`src/rtl/luhn_card_number_classifier_assert.svh`:
```
// Assertion macros shared by the card number classifier RTL.
// Each macro expects signals named clk and rst in the scope where it is used.
`ifndef LUHN_CARD_NUMBER_CLASSIFIER_ASSERT_SVH
`define LUHN_CARD_NUMBER_CLASSIFIER_ASSERT_SVH

// A condition that must hold at every clock edge outside reset.
`define LUHN_ALWAYS(label, cond, msg) \
  label: assert property (@(posedge clk) disable iff (rst) (cond)) else $error(msg);

// A condition that implies another one in the same cycle.
`define LUHN_IMPLIES(label, ante, cons, msg) \
  label: assert property (@(posedge clk) disable iff (rst) (ante) |-> (cons)) else $error(msg);

// A condition that implies another one in the next cycle.
`define LUHN_IMPLIES_NEXT(label, ante, cons, msg) \
  label: assert property (@(posedge clk) disable iff (rst) (ante) |=> (cons)) else $error(msg);

`endif

```
`src/rtl/luhn_pkg.sv`:
```
// Package for the card number classifier: widths, brand codes and small helper functions.
// Used by every RTL module of the block; depends on nothing.
package luhn_pkg;

  localparam int CARD_W         = 63;
  localparam int BCD_DIGITS     = 19;
  localparam int BCD_W          = BCD_DIGITS * 4;
  localparam int GROUP_SIZE     = 4;
  localparam int GROUPS         = (BCD_DIGITS + GROUP_SIZE - 1) / GROUP_SIZE;
  localparam int MAX_DIGITS_DEF = 19;

  localparam int COUNT_W = 5;
  localparam int GSUM_W  = 6;
  localparam int SUM_W   = 8;

  localparam logic [COUNT_W-1:0] VISA_LEN_SHORT = 5'd13;
  localparam logic [COUNT_W-1:0] AMEX_LEN       = 5'd15;
  localparam logic [COUNT_W-1:0] STD_LEN        = 5'd16;
  localparam logic [3:0]         VISA_LEAD      = 4'd4;
  localparam logic [6:0]         AMEX_PAIR_A    = 7'd34;
  localparam logic [6:0]         AMEX_PAIR_B    = 7'd37;
  localparam logic [6:0]         JCB_PAIR       = 7'd35;
  localparam logic [6:0]         MC_PAIR_LO     = 7'd51;
  localparam logic [6:0]         MC_PAIR_HI     = 7'd55;

  typedef enum logic [2:0] {
    BRAND_INVALID = 3'd0,
    BRAND_VISA    = 3'd1,
    BRAND_AMEX    = 3'd2,
    BRAND_JCB     = 3'd3,
    BRAND_MASTER  = 3'd4
  } brand_t;

  typedef logic [BCD_W-1:0]  bcd_t;
  typedef logic [CARD_W-1:0] card_t;

  // Luhn contribution of one digit; doubled digits fold to their digit sum.
  function automatic logic [3:0] luhn_val(input logic [3:0] dig, input logic dbl);
    logic [4:0] d2;
    d2 = {dig, 1'b0};
    if (!dbl) begin
      return dig;
    end else if (d2 > 5'd9) begin
      return 4'(d2 - 5'd9);
    end else begin
      return d2[3:0];
    end
  endfunction

  // True when an 8-bit sum (at most 171) is a multiple of ten.
  // The quotient comes from a multiply by the reciprocal 205/2048.
  function automatic logic is_mult10(input logic [SUM_W-1:0] s);
    logic [15:0] p;
    logic [4:0]  q;
    logic [7:0]  t;
    p = {8'b0, s} * 16'd205;
    q = p[15:11];
    t = 8'({3'b0, q} * 8'd10);
    return (s - t) == 8'd0;
  endfunction

  function automatic brand_t classify(input logic [COUNT_W-1:0] count,
                                      input logic [3:0] lead,
                                      input logic [3:0] prev);
    logic [6:0] pair;
    pair = 7'({3'b0, lead} * 7'd10) + {3'b0, prev};
    if ((count == VISA_LEN_SHORT || count == STD_LEN) && lead == VISA_LEAD) begin
      return BRAND_VISA;
    end else if (count == AMEX_LEN && (pair == AMEX_PAIR_A || pair == AMEX_PAIR_B)) begin
      return BRAND_AMEX;
    end else if (count == STD_LEN && pair == JCB_PAIR) begin
      return BRAND_JCB;
    end else if (count == STD_LEN && (pair inside {[MC_PAIR_LO:MC_PAIR_HI]})) begin
      return BRAND_MASTER;
    end else begin
      return BRAND_INVALID;
    end
  endfunction

endpackage

```
`src/rtl/luhn_dd_stage.sv`:
```
// One registered step of the binary to BCD conversion (shift and add three).
// Depends on luhn_pkg for the digit and card widths.
module luhn_dd_stage (
  input  logic                  clk,
  input  logic                  rst,
  input  logic                  ce,
  input  logic                  vld_in,
  input  luhn_pkg::bcd_t        bcd_in,
  input  luhn_pkg::card_t       bin_in,
  output logic                  vld,
  output luhn_pkg::bcd_t        bcd,
  output luhn_pkg::card_t       bin
);
  import luhn_pkg::*;

  bcd_t adj;

  // Every digit of five or more gets three added before the shift.
  always_comb begin
    for (int i = 0; i < BCD_DIGITS; i++) begin
      if (bcd_in[i*4 +: 4] >= 4'd5) begin
        adj[i*4 +: 4] = bcd_in[i*4 +: 4] + 4'd3;
      end else begin
        adj[i*4 +: 4] = bcd_in[i*4 +: 4];
      end
    end
  end

  always_ff @(posedge clk) begin
    if (rst) begin
      vld <= 1'b0;
    end else if (ce) begin
      vld <= vld_in;
    end
  end

  always_ff @(posedge clk) begin
    if (ce) begin
      bcd <= {adj[BCD_W-2:0], bin_in[CARD_W-1]};
      bin <= {bin_in[CARD_W-2:0], 1'b0};
    end
  end

endmodule

```
`config.mk`:
```
export PLATFORM = sky130hd
export DESIGN_NAME = luhn_dd_stage
export DESIGN_NICKNAME = d
export VERILOG_FILES = /design/src/rtl/luhn_card_number_classifier_assert.svh /design/src/rtl/luhn_pkg.sv /design/src/rtl/luhn_dd_stage.sv
export SDC_FILE = /design/constraint.sdc
export NUM_CORES = 1
export LEC_CHECK = 0
export BUFFER_PORTS_ARGS = -buffer_cell sky130_fd_sc_hd__buf_2
export CAP_MARGIN = 20
export CORE_MARGIN = 2
export CORE_UTILIZATION = 51
export DETAILED_ROUTE_END_ITERATION = 10
export GPL_TIMING_DRIVEN = 0
export PLACE_DENSITY_LB_ADDON = 0.12
export SLEW_MARGIN = 15
export SYNTH_ARGS = -nofsm -noshare
export SYNTH_HDL_FRONTEND = slang
export SYNTH_SLANG_ARGS = --single-unit
export TNS_END_PERCENT = 50
```
`constraint.sdc`:
```
create_clock -name clk -period 1.71 [get_ports clk]
set_input_delay 0.0855 -clock clk [delete_from_list [all_inputs] [get_ports clk]]
set_output_delay 0.0855 -clock clk [all_outputs]
set_load 0.05 [all_outputs]
```
==> impl_metrics.csv <==
group,metric,value,unit
critical_path,crit_type,"in2reg",
route,dr.first_iter.drc_count,401,
finish,fin_area,9280,um2
global_routing,grt_pass1_wl,24200,um
global_routing,grtUsageMet3,8.84,%
clocking,path_clk_slew,60,ps
sta,hold_violations,0,
pwr,total_power,9.80,mW
finish,syn_to_final_growth,52.3,%
sta,setup_viol,0,
critical_path,end_kind,"flip-flop",
sta,skew,0,ps
clocking,postCtsSetupBuffers,0,
global_routing,top_usage_layer,"met2",
hold_path,holdPathEnd,"bcd[71]",
critical_path,critPathRequiredTime,1870,ps
clocking,clockBufferDepth,2,
critical_path,rr_endpoint,"vld",
clocking,clkSinkCount,139,
sta,drv_slew,0,
job,cap_violations,0,
synthesis,yosysWarnings,0,
sta,period_needed,1600,ps
pwr,leakage,4.24,nW
pwr,powerDensity,1060,nW/um2
critical_path,ff2ff_path_depth,3,
floorplan,initial_core_util,52.9,%
hold_path,holdPathStages,3,
sta,slew_headroom,62.8,%
placed_design,pre_cts_ws,376,ps
global_routing,grt_max_degree,82,
critical_path,start_kind,"input pin",
global_routing,grt_pass1_vias,5105,
placed_design,dpl-instance-area,7710,um2
floorplan,core_area,11500,um2
sta,whs,9.50,ps
synthesis,ys_ff_latch,139,
sta,finalCritPeriodShare,93.8,%
floorplan,die_h,113,um
clocking,root_buffer,"clkbuf_16",
global_routing,overflow,0,
synthesis,ys_types,14,
route,drt_wl_total,15900,um
route,ant_nets,0,
clocking,insertion_delay,410,ps
placed_design,portBuffers,281,
route,vias,4947,
synthesis,syn_area,6090,um2
clocking,cts_tree,"yes",
hold_path,hp-class,"in2reg",
sta,tightest_slew,558,ps
route,drt_first_pass_iters,5,
route,avgRoutedWirePerCell,15.8,um
clocking,ctsResizeCount,0,
placed_design,globalplace.congestion,0.803,
floorplan,die_w,113,um
route,vias_per_cell,4.92,
global_routing,track_usage,24.9,%
clocking,cts_made_buffers,17,
finish,layout-drive-gt1-share,37.9,%
hold_path,hold_start,"bcd_in[70]",
clocking,h-tree-depth,4,
synthesis,syn_avg_cell_area,13.8,um2
finish,final_nets,1030,
placed_design,dp_hpwl,10500,um
global_routing,grtUsageMet2,47.0,%
synthesis,synth_nets,624,
pwr,vdd_drop_max,0.692,mV
run_status,status,"finished clean",
sta,max_clock_freq,0.624,GHz
clocking,cts_hold_buf,105,
critical_path,r2r_slack,540,ps
global_routing,met1_usage,23.2,%
floorplan,fp-row-count,39,
sta,grt_setup_unrepaired,"no",
critical_path,cp.arrival,1770,ps
route,drc_errors,0,
critical_path,reg2reg_from,"vld",
global_routing,antenna_found_initial,1,
critical_path,path_max_fanout,4,
floorplan,io_pins,283,
floorplan,die-area,12800,um2
synthesis,synthCells,443,
sta,worst_slack,106,ps
synthesis,synth-seq-area-share,68.3,%
## sequential cells by signal, summed over array words and instances, names as in the netlist
register,cells
vld,1
bcd,76
bin,62
## cell type report
cell class | count | area (um2)
multi-input cells | 265 | 1780
well taps | 143 | 179
repair buffers | 387 | 2490
plain buffers | 1 | 7.51
clock buffers | 19 | 433
inverters | 38 | 143
flip-flops and latches | 139 | 4160
diodes | 1 | 2.50
fillers | 666 | 2230
clock inverters | 13 | 83.8
## synthesized netlist by cell type
cell	instances	area share [%]
a21oi_2	19	2.7
buf_4	1	0.12
conb_1	1	0.062
dfxtp_1	1	0.33
edfxtp_1	138	68
ha_1	38	7.8
inv_1	38	2.3
mux2i_1	20	3.3
nand2_1	75	4.6
nand2b_1	37	3.8
nor2_1	20	1.2
o21ai_0	18	1.5
o21ai_1	18	1.5
xnor2_1	19	2.7
## kinds of logic (layout without fill, tap and decap cells)
group           Yosys count  after routing  share of synthesized area (%)
fa+ha+maj                38             38                           7.80
simple gates            132            132                           9.65
buf+inv                  39            458                           2.46
compound gates           55             55                           5.69
mux                      20             20                           3.28
xor+xnor                 19             19                           2.73
other cells               1              2                         0.0615
flops                   139            139                           68.3
## metrics by stage
| step | util (%) | TNS (ps) | cells |
|---|---|---|---|
| after floorplan | - | 0 | 443 |
| after global placement | 66.7 | -141220 | 867 |
| after detailed placement | 67.0 | 0 | 868 |
| after CTS | 80.6 | 0 | 1005 |
| after global routing | 80.6 | 0 | 1006 |
| final | 80.6 | 0 | 1006 |
## power breakdown
part           switching [mW]  internal [mW]
registers              0.0814           4.12
clock network            1.32           1.95
logic                    1.65          0.670
## per-layer routing
metal	part of all wire, %	vias to the layer above
met5	0	-
met4	3.6	0
met3	9.5	49
met2	55	229
met1	32	2303
li1	-	2366
## cells in the final DEF (no fill, tap or decap), drive strengths merged, types with 20 or more instances in the layout
cell	Yosys	layout
nand2b	37	37
buf	1	283
ha	38	38
o21ai	36	36
inv	38	38
dlygate4sd3	0	105
edfxtp	138	138
nand2	75	75
nor2	20	20
mux2i	20	20
## worst max-delay path: stages
cell	delay [ps]
dlygate4sd3_1	520
buf_2	140
inv_1	70
ha_1	200
nor2_1	70
nand2_1	70
nand2_1	50
dlygate4sd3_1	550
## worst max-delay path by stage
stage | startpoint | end | slack, ps | cells past startpoint
floorplan | bcd_in[9] | bcd[10] | 750 | 5
global placement | ce | vld | -1070 | 3
detailed placement | ce | bin[62] | 380 | 2
CTS | bcd_in[44] | bcd[47] | 140 | 8
global route | bcd_in[44] | bcd[47] | 50 | 8
finish | bcd_in[44] | bcd[47] | 110 | 8
Power figures use the tool's default switching activity.
