<file path="src/rtl/luhn_card_number_classifier_assert.svh">
// Assertion macros shared by the card number classifier RTL.
// Each macro expects signals named clk and rst in the scope where it is used.
`ifndef LUHN_CARD_NUMBER_CLASSIFIER_ASSERT_SVH
`define LUHN_CARD_NUMBER_CLASSIFIER_ASSERT_SVH

// A condition that must hold at every clock edge outside reset.
`define LUHN_ALWAYS(label, cond, msg) \
  label: assert property (@(posedge clk) disable iff (rst) (cond)) else $error(msg);

// A condition that implies another one in the same cycle.
`define LUHN_IMPLIES(label, ante, cons, msg) \
  label: assert property (@(posedge clk) disable iff (rst) (ante) |-> (cons)) else $error(msg);

// A condition that implies another one in the next cycle.
`define LUHN_IMPLIES_NEXT(label, ante, cons, msg) \
  label: assert property (@(posedge clk) disable iff (rst) (ante) |=> (cons)) else $error(msg);

`endif

</file>
<file path="src/rtl/luhn_pkg.sv">
// Package for the card number classifier: widths, brand codes and small helper functions.
// Used by every RTL module of the block; depends on nothing.
package luhn_pkg;

  localparam int CARD_W         = 63;
  localparam int BCD_DIGITS     = 19;
  localparam int BCD_W          = BCD_DIGITS * 4;
  localparam int GROUP_SIZE     = 4;
  localparam int GROUPS         = (BCD_DIGITS + GROUP_SIZE - 1) / GROUP_SIZE;
  localparam int MAX_DIGITS_DEF = 19;

  localparam int COUNT_W = 5;
  localparam int GSUM_W  = 6;
  localparam int SUM_W   = 8;

  localparam logic [COUNT_W-1:0] VISA_LEN_SHORT = 5'd13;
  localparam logic [COUNT_W-1:0] AMEX_LEN       = 5'd15;
  localparam logic [COUNT_W-1:0] STD_LEN        = 5'd16;
  localparam logic [3:0]         VISA_LEAD      = 4'd4;
  localparam logic [6:0]         AMEX_PAIR_A    = 7'd34;
  localparam logic [6:0]         AMEX_PAIR_B    = 7'd37;
  localparam logic [6:0]         JCB_PAIR       = 7'd35;
  localparam logic [6:0]         MC_PAIR_LO     = 7'd51;
  localparam logic [6:0]         MC_PAIR_HI     = 7'd55;

  typedef enum logic [2:0] {
    BRAND_INVALID = 3'd0,
    BRAND_VISA    = 3'd1,
    BRAND_AMEX    = 3'd2,
    BRAND_JCB     = 3'd3,
    BRAND_MASTER  = 3'd4
  } brand_t;

  typedef logic [BCD_W-1:0]  bcd_t;
  typedef logic [CARD_W-1:0] card_t;

  // Luhn contribution of one digit; doubled digits fold to their digit sum.
  function automatic logic [3:0] luhn_val(input logic [3:0] dig, input logic dbl);
    logic [4:0] d2;
    d2 = {dig, 1'b0};
    if (!dbl) begin
      return dig;
    end else if (d2 > 5'd9) begin
      return 4'(d2 - 5'd9);
    end else begin
      return d2[3:0];
    end
  endfunction

  // True when an 8-bit sum (at most 171) is a multiple of ten.
  // The quotient comes from a multiply by the reciprocal 205/2048.
  function automatic logic is_mult10(input logic [SUM_W-1:0] s);
    logic [15:0] p;
    logic [4:0]  q;
    logic [7:0]  t;
    p = {8'b0, s} * 16'd205;
    q = p[15:11];
    t = 8'({3'b0, q} * 8'd10);
    return (s - t) == 8'd0;
  endfunction

  function automatic brand_t classify(input logic [COUNT_W-1:0] count,
                                      input logic [3:0] lead,
                                      input logic [3:0] prev);
    logic [6:0] pair;
    pair = 7'({3'b0, lead} * 7'd10) + {3'b0, prev};
    if ((count == VISA_LEN_SHORT || count == STD_LEN) && lead == VISA_LEAD) begin
      return BRAND_VISA;
    end else if (count == AMEX_LEN && (pair == AMEX_PAIR_A || pair == AMEX_PAIR_B)) begin
      return BRAND_AMEX;
    end else if (count == STD_LEN && pair == JCB_PAIR) begin
      return BRAND_JCB;
    end else if (count == STD_LEN && (pair inside {[MC_PAIR_LO:MC_PAIR_HI]})) begin
      return BRAND_MASTER;
    end else begin
      return BRAND_INVALID;
    end
  endfunction

endpackage

</file>
<file path="src/rtl/luhn_score.sv">
// Two pipeline stages that turn decimal digits into Luhn group sums, digit count and
// overflow, then into the total sum and the two leading digits. Depends on luhn_pkg.
module luhn_score #(
  parameter int MAX_DIGITS = luhn_pkg::MAX_DIGITS_DEF
) (
  input  logic                         clk,
  input  logic                         rst,
  input  logic                         ce,
  input  logic                         vld_in,
  input  luhn_pkg::bcd_t               digits_in,
  output logic                         vld,
  output logic [luhn_pkg::SUM_W-1:0]   sum,
  output logic [luhn_pkg::COUNT_W-1:0] count,
  output logic [3:0]                   lead,
  output logic [3:0]                   prev,
  output logic                         ovf
);
  import luhn_pkg::*;

  // First stage registers.
  logic                vld_a;
  bcd_t                digits_a;
  logic [GSUM_W-1:0]   gsum_a [GROUPS];
  logic [COUNT_W-1:0]  count_a;
  logic                ovf_a;

  logic [GSUM_W-1:0]   gsum_next [GROUPS];
  logic [COUNT_W-1:0]  count_a_next;
  logic                ovf_a_next;

  logic [SUM_W-1:0]    sum_next;
  logic [3:0]          lead_next;
  logic [3:0]          prev_next;

  // Digit index i counts from the right starting at zero, so odd indexes are doubled.
  always_comb begin
    ovf_a_next   = 1'b0;
    count_a_next = '0;
    for (int g = 0; g < GROUPS; g++) begin
      gsum_next[g] = '0;
    end
    for (int i = 0; i < BCD_DIGITS; i++) begin
      if (i < MAX_DIGITS) begin
        gsum_next[i / GROUP_SIZE] = gsum_next[i / GROUP_SIZE]
                                  + GSUM_W'(luhn_val(digits_in[i*4 +: 4], i[0]));
      end else if (digits_in[i*4 +: 4] != 4'd0) begin
        ovf_a_next = 1'b1;
      end
      if (digits_in[i*4 +: 4] != 4'd0) begin
        count_a_next = COUNT_W'(i + 1);
      end
    end
    if (ovf_a_next) begin
      count_a_next = COUNT_W'(MAX_DIGITS);
    end
  end

  always_comb begin
    sum_next  = '0;
    lead_next = 4'd0;
    prev_next = 4'd0;
    for (int g = 0; g < GROUPS; g++) begin
      sum_next = sum_next + SUM_W'(gsum_a[g]);
    end
    for (int i = 0; i < BCD_DIGITS; i++) begin
      if (count_a == COUNT_W'(i + 1)) begin
        lead_next = digits_a[i*4 +: 4];
        if (i > 0) begin
          prev_next = digits_a[(i-1)*4 +: 4];
        end
      end
    end
  end

  always_ff @(posedge clk) begin
    if (rst) begin
      vld_a <= 1'b0;
      vld   <= 1'b0;
    end else if (ce) begin
      vld_a <= vld_in;
      vld   <= vld_a;
    end
  end

  always_ff @(posedge clk) begin
    if (ce) begin
      digits_a <= digits_in;
      gsum_a   <= gsum_next;
      count_a  <= count_a_next;
      ovf_a    <= ovf_a_next;
      sum      <= sum_next;
      count    <= count_a;
      ovf      <= ovf_a;
      lead     <= lead_next;
      prev     <= prev_next;
    end
  end

endmodule

</file>
<file path="config.mk">
export PLATFORM = sky130hd
export DESIGN_NAME = luhn_score
export DESIGN_NICKNAME = d
export VERILOG_FILES = /design/src/rtl/luhn_card_number_classifier_assert.svh /design/src/rtl/luhn_pkg.sv /design/src/rtl/luhn_score.sv
export SDC_FILE = /design/constraint.sdc
export NUM_CORES = 1
export LEC_CHECK = 0
export BUFFER_PORTS_ARGS = -buffer_cell sky130_fd_sc_hd__buf_2
export CAP_MARGIN = 20
export CORE_MARGIN = 8
export CORE_UTILIZATION = 28
export DETAILED_ROUTE_END_ITERATION = 10
export PLACE_DENSITY_LB_ADDON = 0.08
export RECOVER_POWER = 50
export SLEW_MARGIN = 20
export SYNTH_ARGS = -nofsm -noshare
export SYNTH_HDL_FRONTEND = slang
export SYNTH_SLANG_ARGS = --single-unit
</file>
<file path="constraint.sdc">
create_clock -name clk -period 9.2 [get_ports clk]
set_input_delay 2.76 -clock clk [delete_from_list [all_inputs] [get_ports clk]]
set_output_delay 2.76 -clock clk [all_outputs]
set_load 0.005 [all_outputs]
</file>
==> metrics.txt <==
status=finished with violations; failing checks=max-capacitance violations, max-slew violations; total grt overflow=0; final setup fails=0; P_leak=4.00 nW; maximum achievable frequency=161 MHz; CTS root buf=clkbuf_16; Post-synth EDFFs=132; nets=1071; Worst Path Max Fanout=76; Initial Util=0.282; Post-DRT Antenna Nets=0; routability cong.=0.837; dpl ws=3.13 ns; routed vias/inst=4.79; Net Count, Synth=977; Synth Cell Area=0.00882 mm2; first-iteration detailed-routing DRC count=538; Worst Clk Skew=0.0118 ns; CP bufs+invs=2; worst min path class=reg2reg; part of the cycle the worst path needs=0.675; Distinct cells, synth=66; hold_sp=vld; RSZ-0062 raised after global routing=no; die width=194 um; Post-Route WL=26700 um; DR vias=6276; number of max-cap violations=3; r2r endpoint=prev[2]; largest net degree at the start of global routing=77; Max-slew headroom=-1.28; fin. max-slew vios=203; post-synthesis sequential area ratio=0.454; # Post-CTS Setup Buffers=0; DR pass1 iterations=5; FFs w/ async S/R, synth=0; clk_lat worst skew=0.42 ns; port bufs=101; Avg WL per Cell=20.4 um; Final min period=6.21 ns; Req. time, crit path=9.24 ns; setup slack, reg-to-reg=3.92 ns; row count=65; CP Launch Type=input port; Synth Flop Type=edfxtp_1; final hold viol count=0; VDD IR max=0.366 mV; Mapped Cells=801; die area=0.0374 mm2; Crit. End Element=flop; setup TNS=0 ns; worst hold path stage count=2; vias in the first global route=6598; worst r2r src=count_a[1]; CTS HTree Levels=4; Area Growth Syn to Fin=16.1%; Synthesis Warnings=0; io pins=103; crit path cell chain=clkbuf_1 -> buf_4; Worst Setup Slack, final=2.99 ns; Worst Setup SP=ce; CORE AREA=0.0313 mm2; worst-margin pin slew=3.41 ns; Post-CTS Hold Buffers=0; initial antenna violation count=1; CTS tree=built; Total GRT Usage=0.144; Crit path max-delay family=buffers and inverters; Post-CTS Resized=0; syn_area_per_cell=11.0 um2; DRC violations left=0; clk sinks=134; # diodes=0; total CTS buffers=17; register bit total from synthesis=134; clock transition at the registers of the reported paths=0.07 ns; Worst Hold Path EP=vld; Crit Path Category=in2reg; slowest cell delay on critical path=2.35 ns; first-pass GRT wire length=40900 um; Cell Pwr Density=282 mW/mm2; slowest CP cell=clkbuf_1; arrival time at the worst endpoint=6.25 ns; DP Wirelength=21100 um; proportion of layout cells with a drive suffix above 1=0.0815; Reg2Reg Depth=7; clock tree buffer depth=2; die height=194 um
[synth_stat cells (all sizes together), types with 3 or more instances]
library cell,count,area (um2)
or4,4,30.0
a31oi,8,50.1
o2111ai,3,26.3
o32a,3,30.0
nor3b,4,30.0
a22oi,4,30.0
xnor2,23,201
a211oi,7,57.6
o211ai,7,52.6
ha,42,526
nor2,30,113
a21oi,60,300
o22ai,7,43.8
clkbuf,15,56.3
a21o,8,60.1
o311ai,4,35.0
nor2b,11,68.8
mux2,10,113
edfxtp,132,3960
o221ai,3,26.3
o21bai,3,22.5
a32oi,5,43.8
mux2i,19,190
o32ai,3,26.3
buf,17,91.3
inv,128,480
or3b,4,35.0
nand3,15,75.1
o21ai,38,190
nand2,55,206
nor4,10,62.6
nor3,22,110
nand2b,9,56.3
fa,54,1080
[layout make-up]
| type | instances | area, um2 |
|---|---|---|
| fillers | 3212 | 21100 |
| multi-input cells | 507 | 4190 |
| flip-flops and latches | 134 | 4000 |
| well taps | 402 | 503 |
| inverters | 128 | 480 |
| repair buffers | 107 | 440 |
| clock buffers | 17 | 425 |
| clock inverters | 15 | 203 |
[worst max-delay path by stage]
| stage | endpoint | slack (ns) | depth (start not counted) |
|---|---|---|---|
| after floorplan | gsum_a[22] | 3.46 | 12 |
| after global placement | gsum_a[22] | 3.20 | 13 |
| after detailed placement | gsum_a[17] | 3.13 | 14 |
| after CTS | gsum_a[17] | 3.56 | 14 |
| after global routing | count[4] | 2.61 | 2 |
| final | count[4] | 2.99 | 2 |
[registers in the layout, indices dropped and copies added, names as in the netlist]
name	cells
count	5
count_a	5
digits_a	76
gsum_a	30
lead	4
prev	4
sum	8
vld	1
vld_a	1
[power by group]
group | switching [mW] | total (mW) | internal, mW
logic | 0.643 | 1.21 | 0.569
registers | 0.0655 | 0.944 | 0.878
clock network | 0.280 | 0.737 | 0.456
[layout by cell type (no fill, tap or decap), drive strengths merged, types with 5 or more instances in the layout]
cell	count
nand2	55
o22ai	7
clkinv	5
a31oi	8
nand2b	9
inv	131
mux2i	19
fa	54
a32oi	5
buf	28
nor4	10
clkbuf	96
a211oi	7
mux2	10
nor2	30
edfxtp	132
nand3	15
o21ai	38
nor2b	11
nor3	22
a21o	8
a21oi	60
o211ai	7
xnor2	23
ha	42
[cell families (layout without fill, tap and decap cells)]
group                      count (synthesis)  count (layout)  synth area share
buffers and inverters                    160             267            0.0712
adders and majority gates                 96              96             0.182
xor gates and xnor gates                  24              24            0.0238
AOI/OAI and AO/OA                        176             176             0.126
and+or+nand+nor                          179             179             0.103
DFF                                      134             134             0.454
muxes                                     31              31            0.0394
other                                      1               1          0.000425
[through the flow]
stage | instance area, um2 | std cells | utilization | hold slack [ns] | power (mW)
final | 10200 | 1310 | 0.327 | 0.493 | 2.89
after global routing | 10200 | 1310 | 0.327 | 0.538 | 3.14
after CTS | 10400 | 1310 | 0.331 | 0.499 | 2.96
after detailed placement | 9730 | 1278 | 0.311 | 0.482 | 2.19
after global placement | 9730 | 1278 | 0.311 | 0.484 | 2.22
after floorplan | 8820 | 801 | - | 0.424 | 1.84
[layer usage]
layer	track usage	wire, um	part of all wire	vias up
met2	0.233	12800	0.48	158
met4	0.0405	337	0.013	2
met3	0.0233	883	0.033	23
li1	-	-	-	3035
met1	0.195	12700	0.47	3058
met5	0	13	0.00049	-
Note: power is estimated with default switching activity, not from simulation.
