File: config.mk
export PLATFORM = sky130hd
export DESIGN_NAME = luhn_brand
export DESIGN_NICKNAME = d
export VERILOG_FILES = /design/src/rtl/luhn_card_number_classifier_assert.svh /design/src/rtl/luhn_pkg.sv /design/src/rtl/luhn_brand.sv
export SDC_FILE = /design/constraint.sdc
export NUM_CORES = 1
export LEC_CHECK = 0
export ABC_AREA = 1
export ABC_CLOCK_PERIOD_IN_PS = 5900
export BUFFER_PORTS_ARGS = -buffer_cell sky130_fd_sc_hd__clkbuf_2
export CAP_MARGIN = 20
export CORE_MARGIN = 2
export CORE_UTILIZATION = 53
export CTS_BUF_LIST = sky130_fd_sc_hd__clkbuf_16
export DETAILED_ROUTE_END_ITERATION = 8
export PLACE_DENSITY = 0.78
export SYNTH_ARGS = -nofsm -noshare
export SYNTH_HDL_FRONTEND = slang
export SYNTH_SLANG_ARGS = --single-unit
File: constraint.sdc
create_clock -name clk -period 5.9 [get_ports clk]
set_clock_uncertainty 0.2 [all_clocks]
set_input_delay 0.885 -clock clk [delete_from_list [all_inputs] [get_ports clk]]
set_output_delay 0.885 -clock clk [all_outputs]
set_load 0.005 [all_outputs]
File: src/rtl/luhn_card_number_classifier_assert.svh
// Assertion macros shared by the card number classifier RTL.
// Each macro expects signals named clk and rst in the scope where it is used.
`ifndef LUHN_CARD_NUMBER_CLASSIFIER_ASSERT_SVH
`define LUHN_CARD_NUMBER_CLASSIFIER_ASSERT_SVH

// A condition that must hold at every clock edge outside reset.
`define LUHN_ALWAYS(label, cond, msg) \
  label: assert property (@(posedge clk) disable iff (rst) (cond)) else $error(msg);

// A condition that implies another one in the same cycle.
`define LUHN_IMPLIES(label, ante, cons, msg) \
  label: assert property (@(posedge clk) disable iff (rst) (ante) |-> (cons)) else $error(msg);

// A condition that implies another one in the next cycle.
`define LUHN_IMPLIES_NEXT(label, ante, cons, msg) \
  label: assert property (@(posedge clk) disable iff (rst) (ante) |=> (cons)) else $error(msg);

`endif

File: src/rtl/luhn_pkg.sv
// Package for the card number classifier: widths, brand codes and small helper functions.
// Used by every RTL module of the block; depends on nothing.
package luhn_pkg;

  localparam int CARD_W         = 63;
  localparam int BCD_DIGITS     = 19;
  localparam int BCD_W          = BCD_DIGITS * 4;
  localparam int GROUP_SIZE     = 4;
  localparam int GROUPS         = (BCD_DIGITS + GROUP_SIZE - 1) / GROUP_SIZE;
  localparam int MAX_DIGITS_DEF = 19;

  localparam int COUNT_W = 5;
  localparam int GSUM_W  = 6;
  localparam int SUM_W   = 8;

  localparam logic [COUNT_W-1:0] VISA_LEN_SHORT = 5'd13;
  localparam logic [COUNT_W-1:0] AMEX_LEN       = 5'd15;
  localparam logic [COUNT_W-1:0] STD_LEN        = 5'd16;
  localparam logic [3:0]         VISA_LEAD      = 4'd4;
  localparam logic [6:0]         AMEX_PAIR_A    = 7'd34;
  localparam logic [6:0]         AMEX_PAIR_B    = 7'd37;
  localparam logic [6:0]         JCB_PAIR       = 7'd35;
  localparam logic [6:0]         MC_PAIR_LO     = 7'd51;
  localparam logic [6:0]         MC_PAIR_HI     = 7'd55;

  typedef enum logic [2:0] {
    BRAND_INVALID = 3'd0,
    BRAND_VISA    = 3'd1,
    BRAND_AMEX    = 3'd2,
    BRAND_JCB     = 3'd3,
    BRAND_MASTER  = 3'd4
  } brand_t;

  typedef logic [BCD_W-1:0]  bcd_t;
  typedef logic [CARD_W-1:0] card_t;

  // Luhn contribution of one digit; doubled digits fold to their digit sum.
  function automatic logic [3:0] luhn_val(input logic [3:0] dig, input logic dbl);
    logic [4:0] d2;
    d2 = {dig, 1'b0};
    if (!dbl) begin
      return dig;
    end else if (d2 > 5'd9) begin
      return 4'(d2 - 5'd9);
    end else begin
      return d2[3:0];
    end
  endfunction

  // True when an 8-bit sum (at most 171) is a multiple of ten.
  // The quotient comes from a multiply by the reciprocal 205/2048.
  function automatic logic is_mult10(input logic [SUM_W-1:0] s);
    logic [15:0] p;
    logic [4:0]  q;
    logic [7:0]  t;
    p = {8'b0, s} * 16'd205;
    q = p[15:11];
    t = 8'({3'b0, q} * 8'd10);
    return (s - t) == 8'd0;
  endfunction

  function automatic brand_t classify(input logic [COUNT_W-1:0] count,
                                      input logic [3:0] lead,
                                      input logic [3:0] prev);
    logic [6:0] pair;
    pair = 7'({3'b0, lead} * 7'd10) + {3'b0, prev};
    if ((count == VISA_LEN_SHORT || count == STD_LEN) && lead == VISA_LEAD) begin
      return BRAND_VISA;
    end else if (count == AMEX_LEN && (pair == AMEX_PAIR_A || pair == AMEX_PAIR_B)) begin
      return BRAND_AMEX;
    end else if (count == STD_LEN && pair == JCB_PAIR) begin
      return BRAND_JCB;
    end else if (count == STD_LEN && (pair inside {[MC_PAIR_LO:MC_PAIR_HI]})) begin
      return BRAND_MASTER;
    end else begin
      return BRAND_INVALID;
    end
  endfunction

endpackage

File: src/rtl/luhn_brand.sv
// Output stage: Luhn verdict from the digit sum and brand from length and prefix.
// Depends on luhn_pkg for the brand codes and the check functions.
module luhn_brand (
  input  logic                         clk,
  input  logic                         rst,
  input  logic                         ce,
  input  logic                         vld_in,
  input  logic [luhn_pkg::SUM_W-1:0]   sum,
  input  logic [luhn_pkg::COUNT_W-1:0] count,
  input  logic [3:0]                   lead,
  input  logic [3:0]                   prev,
  input  logic                         ovf,
  output logic                         vld,
  output logic                         luhn_ok,
  output logic [luhn_pkg::COUNT_W-1:0] digit_count,
  output luhn_pkg::brand_t             brand
);
  import luhn_pkg::*;

  logic   ok_next;
  brand_t brand_next;

  always_comb begin
    ok_next    = !ovf && is_mult10(sum);
    brand_next = ok_next ? classify(count, lead, prev) : BRAND_INVALID;
  end

  always_ff @(posedge clk) begin
    if (rst) begin
      vld <= 1'b0;
    end else if (ce) begin
      vld <= vld_in;
    end
  end

  always_ff @(posedge clk) begin
    if (ce) begin
      luhn_ok     <= ok_next;
      digit_count <= count;
      brand       <= brand_next;
    end
  end

endmodule

==> results.json, run 1 <==
{
  "status": "finished, violations left",
  "violations": "negative setup slack",
  "slew_viol_final": 0,
  "tightestPinTransition_ns": 0.4474,
  "synthesis.area_um2": 2386,
  "crit_arrival_ns": 6.09,
  "grt_max_degree": 11,
  "grt_overflow": 0,
  "synth_nets": 402,
  "p_per_area_nw_per_um2": 589.5,
  "yosysWarnings": 0,
  "cp_common_cell": "ha_4",
  "crit_slowest_cell": "fa_1",
  "first_iter_violations": 144,
  "avgRoutedWirePerCell_um": 16.79,
  "cpPeakStageDelay_ns": 0.54,
  "area_growth_pct": 44.10,
  "ys_seq_area_frac": 0.1217,
  "grt_pass1_vias": 2492,
  "die_w_um": 71.10,
  "fin_crit_ns": 6.204,
  "die_area_um2": 5055,
  "drtPass1Iterations": 6,
  "dpl.hpwl_mm": 4.769,
  "cts-root-buf": "clkbuf_16",
  "setup.worst_path.end_class": "register",
  "final_layout_size_suffix_gt1_frac": 0.3808,
  "numCtsBuffers": 3,
  "wl_mm": 7.352,
  "drc": 0,
  "vdd.ir_drop.worst_v": 0.0002959,
  "multi_input_area_um2": 2241,
  "cts_tree": "done",
  "netlist_instances": 301,
  "ys_seq_elements": 10,
  "regArea_um2": 290.3,
  "core_area_um2": 4354,
  "fill_cells": 271,
  "critPathMaxFanout": 4,
  "path_buf_inv": 6,
  "ys_types": 28,
  "worstReg2RegStart": "vld$_SDFFE_PP0P_",
  "viasPerCell": 5.689,
  "die_y_um": 71.10,
  "rows": 24,
  "hp-start": "vld$_SDFFE_PP0P_",
  "relSlewSlack": 0.6996,
  "setup_ws_ns": -0.3042,
  "h-tree-depth": 1,
  "hold_viol": 0,
  "finalSetupViolations": 4,
  "cts_buffer_depth": 2,
  "grt_pass1_wl_mm": 10.88,
  "initial_utilization": 0.5480,
  "cp.required_ns": 5.79,
  "post-route-util": 0.7897,
  "ant_nets": 0,
  "antenna_cells": 0,
  "cp_top_family": "adder cells",
  "holdWs_ns": 0.3443,
  "pin_count": 36,
  "fmax_ghz": 0.1612,
  "critPathLaunchType": "input pin",
  "antenna_found_initial": 0,
  "clk_pin_slew_ns": 0.04,
  "cp-startpoint": "sum[2]",
  "syn_avg_cell_area_um2": 7.927,
  "cts_sinks": 10,
  "grt_usage": 0.2684,
  "port-buffer-count": 35,
  "route.vias.total": 2492,
  "clock_latency_ns": 0.23,
  "leakage_nw": 1.841,
  "rsz0062_at_grt": "yes",
  "max-cap-violations": 0,
  "hp-class": "register to register",
  "place_ws_ns": -0.5393,
  "place.gp.congestion": 0.8517,
  "fin_crit_sh": 1.052,
  "nNetsFinal": 488,
  "critical_path_class": "input pin to register"
}
-- cells in the mapped netlist, drive strengths merged --
master	n	area, µm²
or2	1	6.260
a21oi	14	77.58
nand3b	3	22.52
a21o	2	15.01
mux2i	1	10.01
o211ai	1	7.510
inv	55	206.5
xnor2	5	43.79
edfxtp	9	270.3
and2	1	6.260
dfxtp	1	20.02
nor2	17	66.32
ha	62	775.7
xor2	12	105.1
nand4	10	68.81
buf	1	11.26
nor4	1	6.260
fa	13	260.3
a31oi	1	6.260
o21ai	3	15.01
nand3	25	140.1
nor3	3	15.01
nand2	60	230.2
-- cell type report --
type,instances,share of cell area
Multi-Input combinational cell,235,0.6517
Timing Repair Buffer,82,0.1619
Sequential cell,10,0.08442
Inverter,55,0.06004
Clock buffer,3,0.02183
Tap cell,52,0.01892
Clock inverter,1,0.001092
-- cells by family (layout without fill, tap and decap cells) --
kind of cell / after synthesis / count (layout) / synth area share
buffers and inverters: 56 / 141 / 0.09124
XOR/XNOR: 17 / 17 / 0.06240
AND/OR/NAND/NOR: 121 / 121 / 0.2355
flip-flops: 10 / 10 / 0.1217
multiplexers: 1 / 1 / 0.004195
AO/OA/AOI/OAI: 21 / 21 / 0.05087
adder cells (fa/ha/maj): 75 / 75 / 0.4342
-- metal layers --
metal  routed length, µm  vias to the layer above  GRT usage
met3                 213                       40    0.02137
met4                 383                        0     0.1132
li1                    -                     1167          -
met1                2787                     1182     0.2927
met5                   0                        -          0
met2                3967                      103     0.5244
-- tightest hold or removal path, stage by stage (launching register included) --
cell and delay (ns):
dfxtp_1 0.35, mux2i_1 0.08, nor2_1 0.08
-- stage by stage --
stage	std cells	setup TNS (ns)	area, µm²	power, mW
after floorplan	301	0	2440	1.007
after global placement	426	-1.482	2962	1.323
after detailed placement	426	-2.096	2962	1.369
after CTS	436	-0.2677	3279	1.679
after global routing	438	-1.829	3438	2.189
final	438	-1.165	3438	2.027
-- path summary, 6_finish.rpt --
| check | to | slack [ns] | cells past startpoint |
|---|---|---|---|
| max | brand[2]$_SDFFCE_PP0P_ | -0.30 | 32 |
| min | vld$_SDFFE_PP0P_ | 0.34 | 2 |
| max reg2reg | vld$_SDFFE_PP0P_ | 5.08 | 2 |
| min reg2reg | vld$_SDFFE_PP0P_ | 0.34 | 2 |
-- power breakdown --
part	switching (mW)	internal, mW
logic	0.985	0.838
clock network	0.0304	0.0887
registers	0.00149	0.0828
total	1.02	1.01
-- cells in the final DEF, fill, tap and decap left out, types with 2 or more instances in the layout --
master / count
fa_1: 12
a21oi_4: 2
nor2_1: 14
nor3_2: 2
a21oi_1: 6
xnor2_1: 4
clkbuf_2: 33
ha_2: 2
ha_4: 13
nand2_2: 13
a21oi_2: 6
o21ai_0: 2
nand3b_1: 3
xor2_1: 9
nor2_2: 2
edfxtp_1: 9
a21o_1: 2
nand2_4: 3
clkbuf_16: 4
nand3_4: 3
inv_2: 6
buf_4: 47
nand2_1: 44
xor2_2: 3
nand4_1: 9
ha_1: 47
inv_1: 49
nand3_1: 21
-- repair_timing --
item                       CTS  global route
pin swaps                   31            16
setup buffers                6             2
cloned                       0             0
hold buffers                 0             0
gates resized for setup     29            33
setup endpoints to repair    4             4
hold endpoints to repair     0             0
-- registers in the layout (all words and copies together) (netlist names) --
register / flops
digit_count: 5
brand: 3
luhn_ok: 1
vld: 1
(Power assumes the default switching activity.)
==> run 2, diff against run 1 <==
--- a/config.mk
+++ b/config.mk
@@ -5,12 +5,11 @@
 export SDC_FILE = /design/constraint.sdc
 export NUM_CORES = 1
 export LEC_CHECK = 0
-export ABC_AREA = 1
 export ABC_CLOCK_PERIOD_IN_PS = 5900
 export BUFFER_PORTS_ARGS = -buffer_cell sky130_fd_sc_hd__clkbuf_2
 export CAP_MARGIN = 20
 export CORE_MARGIN = 2
-export CORE_UTILIZATION = 53
+export CORE_UTILIZATION = 52
 export CTS_BUF_LIST = sky130_fd_sc_hd__clkbuf_16
 export DETAILED_ROUTE_END_ITERATION = 8
 export PLACE_DENSITY = 0.78
==> run 2 against run 1 <==
The flow still finishes with violations (negative setup slack); core utilization grew 2.5 points; non-clock buffer count rose by 13; die area shrank 8.1%; final cell count shrank 17%; worst setup slack worse by 0.44 ns; critical path depth shrank 7; combinational power shrank 9%; worst hold slack improved by 0.0077 ns; routed wire length shrank 9.9%; global-route usage is 2.1 points higher; maximum frequency is 6.7% lower; synthesized cell count decreased by 29%; largest cell class unchanged.
==> results.json, run 2 <==
{
  "largest_register_ffs": 5,
  "status": "finished, violations left",
  "synth_common_cells": "ha_1 (62), inv_1 (27), xor2_1 (14)",
  "synth_flop_cell": "edfxtp_1",
  "holdWs_ns": 0.3520,
  "rr_endpoint": "vld$_SDFFE_PP0P_",
  "clk_pin_slew_ns": 0.04,
  "setup_tns_ns": -2.906,
  "largestRegisters": "digit_count x5, brand x3",
  "grt_pass1_vias": 2285,
  "cts-root-buf": "clkbuf_16",
  "synth_most_common_cell": "ha_1",
  "grt_overflow": 0,
  "p_total_mw": 1.865,
  "die_y_um": 68.17,
  "viasPerCell": 5.702,
  "first_iter_violations": 103,
  "h-tree-depth": 1,
  "yosys-top-cells-area": "ha_1 (36%), edfxtp_1 (13%), fa_1 (12%)",
  "synth_nets": 315,
  "largest-register": "digit_count",
  "cts_sinks": 10,
  "wl_mm": 6.627,
  "final_layout_size_suffix_gt1_frac": 0.4505,
  "clock_latency_ns": 0.23,
  "yosysWarnings": 0,
  "vdd.ir_drop.worst_v": 0.0003531,
  "ctsHoldBuffers": 0,
  "grt_max_degree": 11,
  "yosysTopAreaCellShare": 0.3624,
  "ys_types": 39,
  "synth.largest_area_cell": "ha_1",
  "place.gp.congestion": 0.8673,
  "fill_cells": 217,
  "leakage_nw": 1.614,
  "cts_buffer_depth": 2,
  "ys_seq_elements": 10,
  "grt_usage": 0.2896,
  "fin_crit_ns": 6.646,
  "grt_pass1_wl_mm": 9.880,
  "setup_ws_ns": -0.7464,
  "drtPass1Iterations": 4,
  "core_area_um2": 3971,
  "reg2reg_depth": 2,
  "max-cap-violations": 0,
  "setup.worst_path.end_class": "register",
  "nNetsFinal": 415,
  "initial_utilization": 0.5391,
  "p_per_area_nw_per_um2": 576.3,
  "area_growth_pct": 51.14,
  "hp-start": "vld$_SDFFE_PP0P_",
  "dpl.hpwl_mm": 4.648,
  "rrSetupSlack_ns": 5.05,
  "pin_count": 36,
  "rsz0062_at_grt": "yes",
  "syn_avg_cell_area_um2": 10.00,
  "violations": "negative setup slack",
  "fmax_ghz": 0.1505,
  "fin_crit_sh": 1.127,
  "synthArstFlopShare": 0,
  "port-buffer-count": 35,
  "antenna_cells": 0,
  "rows": 23,
  "ys_seq_area_frac": 0.1356,
  "critPathLaunchType": "input pin",
  "hold_viol": 0,
  "whs_endpoint": "vld$_SDFFE_PP0P_",
  "die_w_um": 68.17,
  "worstReg2RegStart": "vld$_SDFFE_PP0P_",
  "post-route-util": 0.8147,
  "cts_tree": "done",
  "crit_arrival_ns": 6.49,
  "relSlewSlack": 0.6299,
  "tightestPinTransition_ns": 0.5474,
  "synth_edf_count": 9,
  "hp-class": "register to register",
  "slew_viol_final": 0,
  "drc": 0,
  "final_cell_mix": "buf_4 (60), ha_1 (47), clkbuf_2 (29)",
  "critPathMaxFanout": 4,
  "ant_nets": 0,
  "route.vias.total": 2070,
  "place_ws_ns": -1.053,
  "numCtsBuffers": 3,
  "die_area_um2": 4646,
  "synthesis.area_um2": 2141,
  "cp.required_ns": 5.75,
  "netlist_instances": 214,
  "whs_path_depth": 2,
  "avgRoutedWirePerCell_um": 18.26,
  "cp-startpoint": "sum[1]",
  "final_common_cell": "buf_4",
  "critical_path_class": "input pin to register",
  "finalSetupViolations": 4,
  "antenna_found_initial": 0
}
run 2: changes by cell type after synthesis, moves of 3 or more:
cell,change
nand4_1,-8
nor2_1,-13
inv_1,-28
a21o_1,+3
or3_1,+3
nand3_2,-3
xnor2_1,+3
nand3_1,-14
nand2_1,-48
o21ai_0,+4
run 2: final cells by class:
cell class / count / area [µm²] / share of cell area
Multi-Input combinational cell: 177 / 2022 / 0.6249
Timing Repair Buffer: 95 / 680.7 / 0.2104
Sequential cell: 10 / 290.3 / 0.08971
Inverter: 27 / 101.3 / 0.03132
Clock buffer: 3 / 75.07 / 0.02320
Tap cell: 50 / 62.56 / 0.01933
Clock inverter: 1 / 3.754 / 0.001160
run 2: how the worst max path moves through the flow:
| stage | to | slack, ns |
|---|---|---|
| 6_report | brand[0]$_SDFFCE_PN0P_ | -0.75 |
| 3_5_place_dp | brand[1]$_SDFFCE_PP0P_ | -1.05 |
| 3_3_place_gp | brand[0]$_SDFFCE_PN0P_ | -0.74 |
| 5_1_grt | brand[0]$_SDFFCE_PN0P_ | -1.03 |
| 2_1_floorplan | brand[0]$_SDFFCE_PN0P_ | -0.42 |
| 4_1_cts | brand[0]$_SDFFCE_PN0P_ | -0.49 |
run 2: through the flow:
stage               instances  area [µm²]
global route              363        3236
global placement          350        2816
detailed placement        350        2816
CTS                       362        3188
floorplan                 214        2196
finish                    363        3236
run 2: layer usage:
metal,track usage,up-vias,wire length [µm]
met5,0,-,0
met4,0.1425,0,312
met2,0.6044,89,3814
li1,-,971,-
met3,0.04441,32,341
met1,0.2609,978,2158
run 2: timing repair:
action / 4_1_cts / 5_1_grt
buffers inserted: 8 / 1
gates resized for setup: 44 / 8
setup endpoints to repair: 4 / 4
pin swaps: 31 / 2
run 2: cell families after synthesis:
logic type / Yosys count / synth area share
AND/OR/NAND/NOR: 41 / 0.1081
adder cells (fa/ha/maj): 75 / 0.4839
buffers and inverters: 27 / 0.04734
flip-flops: 10 / 0.1356
XOR/XNOR: 23 / 0.1011
AO/OA/AOI/OAI: 37 / 0.1192
multiplexers: 1 / 0.004676
run 2: where the power goes:
group	switching, mW	internal (mW)	leakage [nW]
logic	0.816	0.846	1.48
registers	0.00128	0.0828	0.0952
clock network	0.0294	0.0885	0.0423
total	0.847	1.02	1.61
run 2: worst max-delay path, cell delays in order:
cell and delay (ns):
clkbuf_16 0.14, ha_4 0.29, xor2_2 0.22, ha_1 0.30, fa_1 0.51, inv_2 0.04
fa_1 0.50, inv_2 0.05, ha_4 0.22, nand2_4 0.06, a21oi_4 0.04, a2111oi_4 0.32
o21bai_1 0.15, a21oi_1 0.20, xnor2_1 0.17, ha_1 0.28, ha_2 0.20, fa_2 0.35
xnor2_2 0.15, ha_1 0.34, a21oi_2 0.16, o21ai_2 0.07, xnor2_1 0.15, xnor3_2 0.32
a2111oi_4 0.33
==> run 3, diff against run 2 <==
--- a/config.mk
+++ b/config.mk
@@ -13,6 +13,7 @@
 export CTS_BUF_LIST = sky130_fd_sc_hd__clkbuf_16
 export DETAILED_ROUTE_END_ITERATION = 8
 export PLACE_DENSITY = 0.78
+export SKIP_CTS_REPAIR_TIMING = 1
 export SYNTH_ARGS = -nofsm -noshare
 export SYNTH_HDL_FRONTEND = slang
 export SYNTH_SLANG_ARGS = --single-unit
==> run 3 against run 2 <==
The flow still finishes with violations (negative setup slack); highest routed layer unchanged; sequential share of layout area is essentially flat; first-iteration DRC count shrank 1.9%; register-to-register slack is essentially flat.
==> results.json, run 3 (synthesis gave the netlist of run 2 again) <==
{
  "status": "finished, violations left",
  "violations": "negative setup slack",
  "max-cap-violations": 0,
  "crit_arrival_ns": 6.58,
  "drtPass1Iterations": 4,
  "crit_slowest_cell": "fa_1",
  "cts_sinks": 10,
  "vdd.ir_drop.worst_v": 0.0003416,
  "hold_viol": 0,
  "fin_crit_ns": 6.759,
  "grt_overflow": 0,
  "initial_utilization": 0.5391,
  "finalSetupViolations": 4,
  "dpl.hpwl_mm": 4.648,
  "pin_count": 36,
  "largestRegisters": "digit_count x5, brand x3",
  "h-tree-depth": 1,
  "critPathMaxFanout": 4,
  "rows": 23,
  "p_total_mw": 1.974,
  "antenna_cells": 0,
  "drc": 0,
  "first_iter_violations": 101,
  "design_area_um2": 3227,
  "place.gp.congestion": 0.8673,
  "cts_buffer_depth": 2,
  "critical_path_class": "input pin to register",
  "tightestPinTransition_ns": 0.5641,
  "nNetsFinal": 412,
  "cp_top_family": "adder cells",
  "avgRoutedWirePerCell_um": 19.35,
  "route.vias.total": 2110,
  "grt_pass1_wl_mm": 8.569,
  "clk_pin_slew_ns": 0.04,
  "path_buf_inv": 5,
  "fmax_ghz": 0.1479,
  "slew_viol_final": 0,
  "clock_latency_ns": 0.23,
  "holdWs_ns": 0.3557,
  "fin_crit_sh": 1.146,
  "post-route-util": 0.8125,
  "core_area_um2": 3971,
  "rsz0062_at_grt": "yes",
  "die_y_um": 68.17,
  "leakage_nw": 1.603,
  "die_area_um2": 4646,
  "final_cell_mix": "buf_4 (57), ha_1 (44), clkbuf_2 (29)",
  "p_per_area_nw_per_um2": 611.7,
  "largest_register_ffs": 5,
  "final_common_cell": "buf_4",
  "setup.worst_path.end_class": "register",
  "area_growth_pct": 50.73,
  "grt_usage": 0.2439,
  "relSlewSlack": 0.6186,
  "hp-class": "register to register",
  "grt_max_degree": 11,
  "cts-root-buf": "clkbuf_16",
  "fill_cells": 233,
  "dpl.cell_count": 350,
  "ant_nets": 0,
  "cts_tree": "done",
  "largest-register": "digit_count",
  "critPathLaunchType": "input pin",
  "numCtsBuffers": 3,
  "grt_pass1_vias": 2067,
  "final_cells": 360,
  "placed_area_um2": 2816,
  "port-buffer-count": 35,
  "wl_mm": 6.965,
  "final_layout_size_suffix_gt1_frac": 0.4581,
  "viasPerCell": 5.861,
  "cp_common_cell": "ha_4",
  "cpPeakStageDelay_ns": 0.54,
  "setup_ws_ns": -0.8591,
  "antenna_found_initial": 0,
  "die_w_um": 68.17,
  "cp.required_ns": 5.72
}
## run 3: cell types whose count changed in the layout (fill, tap and decap cells not counted), sizes merged
| cell | before | now |
|---|---|---|
| clkbuf | 37 | 32 |
| buf | 61 | 63 |
## run 3: through the flow
stage	TNS (ns)	worst slack [ns]
6_report	-2.871	-0.8591
5_1_grt	-3.802	-1.106
4_1_cts	-3.004	-0.8207
3_5_place_dp	-3.942	-1.053
3_3_place_gp	-2.950	-0.7388
2_1_floorplan	-1.563	-0.4188
## run 3: area by class of cell
type	count	area (µm²)	area share
well taps	50	62.56	0.01939
clock inverters	1	3.754	0.001163
inverters	27	101.3	0.03141
multi-input cells	177	2049	0.6351
repair buffers	92	644.4	0.1997
flip-flops and latches	10	290.3	0.08996
clock buffers	3	75.07	0.02326
## run 3: per-layer routing
layer / wire [µm] / part of all wire / GRT usage / vias up
met5: 0 / 0 / 0 / -
met4: 258 / 0.037 / 0.06500 / 0
met3: 357 / 0.051 / 0.02303 / 30
met2: 4062 / 0.58 / 0.5121 / 93
met1: 2287 / 0.33 / 0.2482 / 1018
li1: - / - / - / 969
## run 3: worst register-to-register path, cell delays in order (launching register included)
cell	delay, ns
dfxtp_1	0.30
mux2i_1	0.17
nor2_1	0.07
## run 3: path summary, 6_finish.rpt
check / start / endpoint / slack [ns] / depth (start not counted)
setup / recovery: sum[1] / brand[2]$_SDFFCE_PP0P_ / -0.86 / 25
hold reg to reg: vld$_SDFFE_PP0P_ / vld$_SDFFE_PP0P_ / 0.36 / 2
hold / removal: vld$_SDFFE_PP0P_ / vld$_SDFFE_PP0P_ / 0.36 / 2
setup reg to reg: vld$_SDFFE_PP0P_ / vld$_SDFFE_PP0P_ / 5.05 / 2
## run 3: report_power, final
group	switching, mW	internal [mW]
clock network	0.0296	0.0886
logic	0.924	0.847
registers	0.00129	0.0828
